===== src/hw/rtl/las_pkg.sv =====
package las_pkg;

   localparam int MAX_QUERY  = 64;
   localparam int MAX_TARGET = 4095;
   localparam int SCORE_W    = 10;
   localparam int QPOS_W     = $clog2(MAX_QUERY + 1);
   localparam int TPOS_W     = 12;
   localparam int SYM_W      = 8;
   localparam int COST_W     = 4;
   localparam int CALC_W     = SCORE_W + 2;
   localparam int SCORE_MAX  = (1 << SCORE_W) - 1;

   localparam int CSR_DATA_W = 32;
   localparam int CSR_ADDR_W = 4;
   localparam int REG_IDX_W  = CSR_ADDR_W - 2;

   localparam logic [REG_IDX_W-1:0] REG_MATCH_BONUS   = 2'd0;
   localparam logic [REG_IDX_W-1:0] REG_MISMATCH_COST = 2'd1;
   localparam logic [REG_IDX_W-1:0] REG_GAP_COST      = 2'd2;

   localparam logic MODE_QUERY  = 1'b0;
   localparam logic MODE_TARGET = 1'b1;

   localparam logic [COST_W-1:0] MATCH_BONUS_RST   = 4'd3;
   localparam logic [COST_W-1:0] MISMATCH_COST_RST = 4'd2;
   localparam logic [COST_W-1:0] GAP_COST_RST      = 4'd4;

   typedef struct packed {
      logic [COST_W-1:0] match_bonus;
      logic [COST_W-1:0] mismatch_cost;
      logic [COST_W-1:0] gap_cost;
   } cost_type;

   typedef struct packed {
      logic hold;
      logic clear;
      logic load;
      logic active;
   } cell_ctl_type;

   typedef struct packed {
      logic               valid;
      logic               last;
      logic [SYM_W-1:0]   sym;
      logic [SCORE_W-1:0] diag;
      logic [SCORE_W-1:0] up;
      logic [QPOS_W-1:0]  pos;
      logic [SCORE_W-1:0] best;
      logic [QPOS_W-1:0]  best_q;
      logic [TPOS_W-1:0]  best_t;
      logic [TPOS_W-1:0]  tpos;
   } token_type;

   function automatic logic signed [CALC_W-1:0] score_ext(input logic [SCORE_W-1:0] s);
      return $signed({{(CALC_W - SCORE_W){1'b0}}, s});
   endfunction

   function automatic logic signed [CALC_W-1:0] cost_ext(input logic [COST_W-1:0] c);
      return $signed({{(CALC_W - COST_W){1'b0}}, c});
   endfunction

endpackage


===== src/hw/rtl/las_cell.sv =====
module las_cell (
   input  logic                      clock,
   input  logic                      reset,
   input  las_pkg::cell_ctl_type     ctl,
   input  las_pkg::cost_type         costs,
   input  logic [las_pkg::SYM_W-1:0] wr_sym,
   input  las_pkg::token_type        tok_i,
   output las_pkg::token_type        tok_o
);

   logic [las_pkg::SYM_W-1:0]   qsym_ff;
   logic [las_pkg::SCORE_W-1:0] h_ff;
   logic [las_pkg::SCORE_W-1:0] h_in;
   las_pkg::token_type          tok_ff;
   las_pkg::token_type          tok_in;

   logic signed [las_pkg::CALC_W-1:0] d_diag;
   logic signed [las_pkg::CALC_W-1:0] d_left;
   logic signed [las_pkg::CALC_W-1:0] d_up;
   logic signed [las_pkg::CALC_W-1:0] v_max;
   logic [las_pkg::SCORE_W-1:0]       v_sat;
   logic [las_pkg::QPOS_W-1:0]        pos_next;
   logic                              take;

   always_comb begin
      if (qsym_ff == tok_i.sym) begin
         d_diag = las_pkg::score_ext(tok_i.diag) + las_pkg::cost_ext(costs.match_bonus);
      end else begin
         d_diag = las_pkg::score_ext(tok_i.diag) - las_pkg::cost_ext(costs.mismatch_cost);
      end
      d_left = las_pkg::score_ext(h_ff) - las_pkg::cost_ext(costs.gap_cost);
      d_up   = las_pkg::score_ext(tok_i.up) - las_pkg::cost_ext(costs.gap_cost);

      v_max = '0;
      if (d_diag > v_max) begin
         v_max = d_diag;
      end
      if (d_left > v_max) begin
         v_max = d_left;
      end
      if (d_up > v_max) begin
         v_max = d_up;
      end
      if (v_max > las_pkg::CALC_W'(las_pkg::SCORE_MAX)) begin
         v_sat = las_pkg::SCORE_W'(las_pkg::SCORE_MAX);
      end else begin
         v_sat = v_max[las_pkg::SCORE_W-1:0];
      end

      pos_next = tok_i.pos + 1'b1;
      take = (v_sat > tok_i.best) ||
             ((v_sat != '0) && (v_sat == tok_i.best) && (pos_next < tok_i.best_q));

      tok_in = tok_i;
      h_in   = h_ff;
      if (ctl.active) begin
         tok_in.diag = h_ff;
         tok_in.up   = v_sat;
         tok_in.pos  = pos_next;
         if (take) begin
            tok_in.best   = v_sat;
            tok_in.best_q = pos_next;
            tok_in.best_t = tok_i.tpos;
         end
         if (tok_i.valid) begin
            h_in = v_sat;
         end
      end
      if (ctl.clear) begin
         h_in = '0;
      end else if (ctl.hold) begin
         h_in = h_ff;
      end
   end

   always_ff @(posedge clock) begin
      if (ctl.load) begin
         qsym_ff <= wr_sym;
      end
   end

   always_ff @(posedge clock) begin
      if (reset) begin
         h_ff <= '0;
      end else begin
         h_ff <= h_in;
      end
   end

   always_ff @(posedge clock) begin
      if (reset) begin
         tok_ff.valid <= 1'b0;
      end else if (!ctl.hold) begin
         tok_ff <= tok_in;
      end
   end

   assign tok_o = tok_ff;

endmodule


===== config.mk =====
export PLATFORM = sky130hd
export DESIGN_NAME = las_cell
export DESIGN_NICKNAME = d
export VERILOG_FILES = /design/src/hw/rtl/las_pkg.sv /design/src/hw/rtl/las_cell.sv
export SDC_FILE = /design/constraint.sdc
export NUM_CORES = 1
export LEC_CHECK = 0
export BUFFER_PORTS_ARGS = -buffer_cell sky130_fd_sc_hd__buf_4
export CAP_MARGIN = 20
export CORE_MARGIN = 5
export CORE_UTILIZATION = 57
export CTS_CLUSTER_SIZE = 10
export DETAILED_ROUTE_END_ITERATION = 10
export GPL_TIMING_DRIVEN = 1
export HOLD_SLACK_MARGIN = 0.05
export PLACE_DENSITY_LB_ADDON = 0.25
export SLEW_MARGIN = 20
export SYNTH_ARGS = -nofsm -noshare
export SYNTH_HDL_FRONTEND = slang
export SYNTH_SLANG_ARGS = --single-unit

===== constraint.sdc =====
create_clock -name clock -period 17.4 [get_ports clock]
set_input_delay 3.48 -clock clock [delete_from_list [all_inputs] [get_ports clock]]
set_output_delay 3.48 -clock clock [all_outputs]
set_load 0.05 [all_outputs]

# [Word level (Yosys, flattened, before mapping)]
# Index checks and enable logic that the tools add are counted.
[word_totals] elab_cells=41 out_inout_bits=78 reg_bits=96
[op_classes] n_lt_le_gt_ge=6 bitwise_logic=2 n_eq_ne=2 reduce_logical=7 add_sub_neg=5 n_mux=7
[op_table] operator="$mux 56" count=1
[op_table] operator="$mux 12" count=4
[op_table] operator="$sub 10x4->11" count=3
[op_table] operator="$mux 29" count=1
[op_table] operator="$gt 11x12->1" count=2
[op_table] operator="$gt 12x1->1 const B" count=1
[op_table] operator="$gt 12x11->1 const B" count=1
[op_table] operator="$add 10x4->11" count=1
[op_table] operator="$eq 10x10->1" count=1
[op_table] operator="$gt 10x10->1" count=1
[op_table] operator="$mux 10" count=1
[op_table] operator="$reduce_bool 10->1" count=1
[op_table] operator="$eq 8x8->1" count=1
[op_table] operator="$add 7x1->7 const B" count=1
[op_table] operator="$lt 7x7->1" count=1
[op_table] operator="$reduce_and 3->1" count=1
[op_table] operator="$logic_and 1x1->1" count=2
[op_table] operator="$not 1->1" count=2
[op_table] operator="$reduce_and 2->1" count=1
[op_table] operator="$reduce_or 2->1" count=1
[op_table] operator="$logic_or 1x1->1" count=1

# [Depth between registers and ports, before layout]
[depth] word_depth=16 mapped_depth=38 ltp_nobuf=34

# [Worst setup path after synthesis]
# Ideal clock, no wire load.
[synth_path] path_kind="input to register" start="input tok_i[58] (netlist name)" end="register tok_ff, in the netlist tok_o[32] (data pin)" n_path_buf=3 setup_slack_ns=6.525 setup_ns=0.260 arrival_time_ns=10.615 required_time_ns=17.140 stages=35 path_cell_list="inv_1 ha_1 inv_1 fa_1 a21o_1 a2111oi_4 nor2_1 mux2_2 mux2i_1 ha_1 and4_1 nand3_1 o32a_1 nor2b_1 nand2_2 mux2_2 ha_1 a2111oi_0 o211ai_1 o21ai_0 and3_1 clkbuf_1 a21oi_1 ha_1 nor2b_1 o21a_1 o21a_1 o21a_1 o21ai_0 a21oi_1 a211oi_2 a41o_1 buf_6 buf_12 mux2_4"
[synth_rtl] element="start: declaration" line_no="las_cell.sv:7" source="input las_pkg::token_type tok_i,"
[synth_rtl] element="end signal: assignment" line_no="las_cell.sv:94" source="tok_ff <= tok_in;"
[synth_rtl] element="end: declaration" line_no="las_cell.sv:14" source="las_pkg::token_type tok_ff;"

==> reports/qor.csv <==
stage;metric;value;unit
power_and_ir_drop;seqPwrFrac;40.4;%
sta;whs;0.5000;ns
place;place_inst;879;
die;die_area;13390;sq um
power_and_ir_drop;p_int;0.4398;mW
worst_setup_path;worst-path-max-fanout;29;
layout;area_growth;26.01;%
synth;synth_compound_area_share;12.30;%
synth;synth-xor-area-share;5.088;%
synth;synth_edf_count;85;
sta;worst_pin_slew;0.9271;ns
worst_setup_path;critPathSlowestCell;a2111oi_4;
synth;synth.avg_cell_area;11.11;sq um
worst_setup_path;worst-path-buf-inv;4;
sta;post-route-period-util;69.56;%
worst_setup_path;arrival;12.22;ns
hold_path;hp-class;flop to flop;
sta;clock_skew;0.01932;ns
route;drcViolationCount;0;
place;gp_congestion;0.9001;
cts;ctsHtreeMaxLevel;3;
sta;slew_headroom;38.04;%
synth;synth-simple-area-share;12.20;%
cts;post_cts_buffers;0;
sta;rsz0062_at_grt;no;
sta;setup_viol;0;
route;avgRoutedWirePerCell;20.76;um
synth;synthMuxAreaShare;10.65;%
synth;synth_cell_types;65;
worst_setup_path;cp.required;17.52;ns
synth;syn_area;6369;sq um
synth;async_flop_share;0;%
die;row_count;38;
worst_setup_path;critical_path_class;input pin to flop;
layout;fillers;760;
layout;fin_area;8025;sq um
die;core_region_area;10890;sq um
cts;numCtsBuffers;9;
grt;antenna_found_initial;0;
cts;ctsResizeCount;0;
grt;overflow;0;
layout;antenna_cells;0;
synth;ys_ff_latch;96;
synth;synthAdderAreaFrac;12.06;%
worst_setup_path;reg2regPathDepth;30;
layout;nNetsFinal;913;
layout;fin_cells;895;
sta;hold_viol_final;0;
synth;netlist.area_leader.share;40.08;%
route;vias;5322;
synth;syn_inst;573;
power_and_ir_drop;total_power;0.6811;mW
worst_setup_path;cp.depth;35;
place;post-place-ws;5.187;ns
place;dp_hpwl;14720;um
power_and_ir_drop;vdd_drop_max;0.04728;mV
place;postPlaceCellArea;7825;sq um
synth;ys_warn_count;0;
synth;synth_area_leaders;edfxtp_1, ha_1, mux2_2;
run;drv_cap;0;
worst_setup_path;timing.rr.end;tok_o[15];
outcome;status;complete, no violations;
sta;setup_ws;5.297;ns
worst_setup_path;startpoint;tok_i[58];
layout;final_util;73.71;%
worst_setup_path;crit_path_end;tok_o[15];
power_and_ir_drop;p_leak;3.486;nW
worst_setup_path;crit-reg2reg-launch;qsym_ff[4];
synth;syn_nets;736;
worst_setup_path;reg2reg_slack;8.52;ns
sta;slew_viol_final;0;
route;ant_nets;0;
route;drt_iter0_markers;412;
synth;yosysSeqAreaShare;43.54;%
grt;grt_pass1_vias;5342;
power_and_ir_drop;switching_share;35.43;%
die;die_h;115.7;um
route;drt_first_pass_iters;5;
cts;clkTransAtPathRegs;0.09;ns
sta;layout_min_cycle_time;12.10;ns
power_and_ir_drop;combinationalPowerShare;37.3;%
power_and_ir_drop;net-switching-power;0.2413;mW
cts;postCtsHoldBufs;0;
cts;cts_tree;yes;
grt;grt_max_degree;44;
grt;grt_pass1_wl;28060;um
sta;finalSetupTns;0;ns
sta;fmax;82.63;MHz
layout;drive_gt1_share;34.57;%
die;start_util;58.49;%
power_and_ir_drop;pwr-share-clk;22.3;%
worst_setup_path;critPathLaunchType;input pin;
power_and_ir_drop;p_per_area;84.87;nW/um^2
worst_setup_path;cp-end-kind;flop;
route;routed_wirelength;18580;um
cts;ctsLongestPathBuffers;2;
synth;synthFlopType;edfxtp_1;
cts;cts_root_buffer;clkbuf_8;
worst_setup_path;cp_slowest_stage_delay;0.57;ns
worst_setup_path;critical_path.top_delay_family;compound AO/OA/AOI/OAI gates;
die;pin_count;182;
cts;clock_latency;0.37;ns
synth;synth_area_leader_cell;edfxtp_1;
place;portBuffers;181;
grt;track_usage;27.27;%
route;vias_per_cell;5.946;
synth;yosysMostFrequentCell;edfxtp_1;
cts;cts_num_sinks;96;
synth;synth_top_family_by_area;compound AO/OA/AOI/OAI gates;
synth;yosys-top-cells-count;edfxtp_1, ha_1, inv_1, mux2_2, nand2_1;
die;die_x;115.7;um
## worst reg2reg max path: cells and delay by family (launching register included)
kind | cells | cell delay [ns]
AOI/OAI and AO/OA | 13 | 3.35
muxes | 2 | 0.77
buffers and inverters | 1 | 0.39
adders and majority gates | 3 | 0.98
xor gates and xnor gates | 1 | 0.23
DFF | 1 | 0.41
and+or+nand+nor | 10 | 2.47
## cell usage in the layout, fill, tap and decap left out, drive strengths merged, types with 10 or more instances in the layout
cell type / count
nor2: 24
buf: 183
xnor2: 23
mux2: 51
edfxtp: 85
dfxtp: 11
clkbuf: 10
nand3: 17
o21ai: 17
nand2: 38
ha: 55
inv: 47
nor3: 14
a21oi: 35
xor2: 14
nand4: 11
a21o: 13
## flip-flops by register name, summed over array words and instances (netlist names)
name     flops
h_ff        10
tok_o       78
qsym_ff      8
## area by class of cell
cell class	instances	area [sq um]	area share, %
sequential	96	2773	34.55
clock buffer	10	127.6	1.590
timing repair buffer	183	1374	17.12
clock inverter	6	72.57	0.9043
multi-input combinational	417	3342	41.64
tap	140	175.2	2.183
inverter	43	161.4	2.011
## worst min-delay path by stage
stage                 start  endpoint  slack [ns]  cells after the start
floorplan           h_ff[2]   h_ff[2]        0.45                      2
global placement    h_ff[2]   h_ff[2]        0.48                      2
detailed placement  h_ff[0]   h_ff[0]        0.49                      2
CTS                 h_ff[0]   h_ff[0]        0.50                      2
global route        h_ff[2]   h_ff[2]        0.52                      2
finish              h_ff[0]   h_ff[0]        0.50                      2
## power by group through the flow
stage | Clock (mW) | Sequential [mW] | Combinational [mW]
4_1_cts | 0.153 | 0.276 | 0.252
5_1_grt | 0.164 | 0.277 | 0.272
2_1_floorplan | 0 | 0.323 | 0.130
3_5_place_dp | 0 | 0.281 | 0.249
3_3_place_gp | 0 | 0.280 | 0.242
6_report | 0.152 | 0.275 | 0.254
## routing by layer
metal  wire [um]  up-vias  track usage [%]  part of all wire (%)
met5           0        -                0                     0
met4         340        0            7.347                   1.8
met3        1424       25            5.065                   7.7
met2        9609      237            50.19                    52
met1        7203     2570            32.73                    39
li1            -     2490                -                     -
## kinds of logic (layout without fill, tap and decap cells)
kind of cell / after synthesis / count (layout)
fa+ha+maj: 59 / 59
flops: 96 / 96
xor+xnor: 37 / 37
compound gates: 114 / 114
other cells: 1 / 1
mux: 58 / 58
buf+inv: 60 / 242
simple gates: 148 / 148
Note: power is estimated with default switching activity, not from simulation.
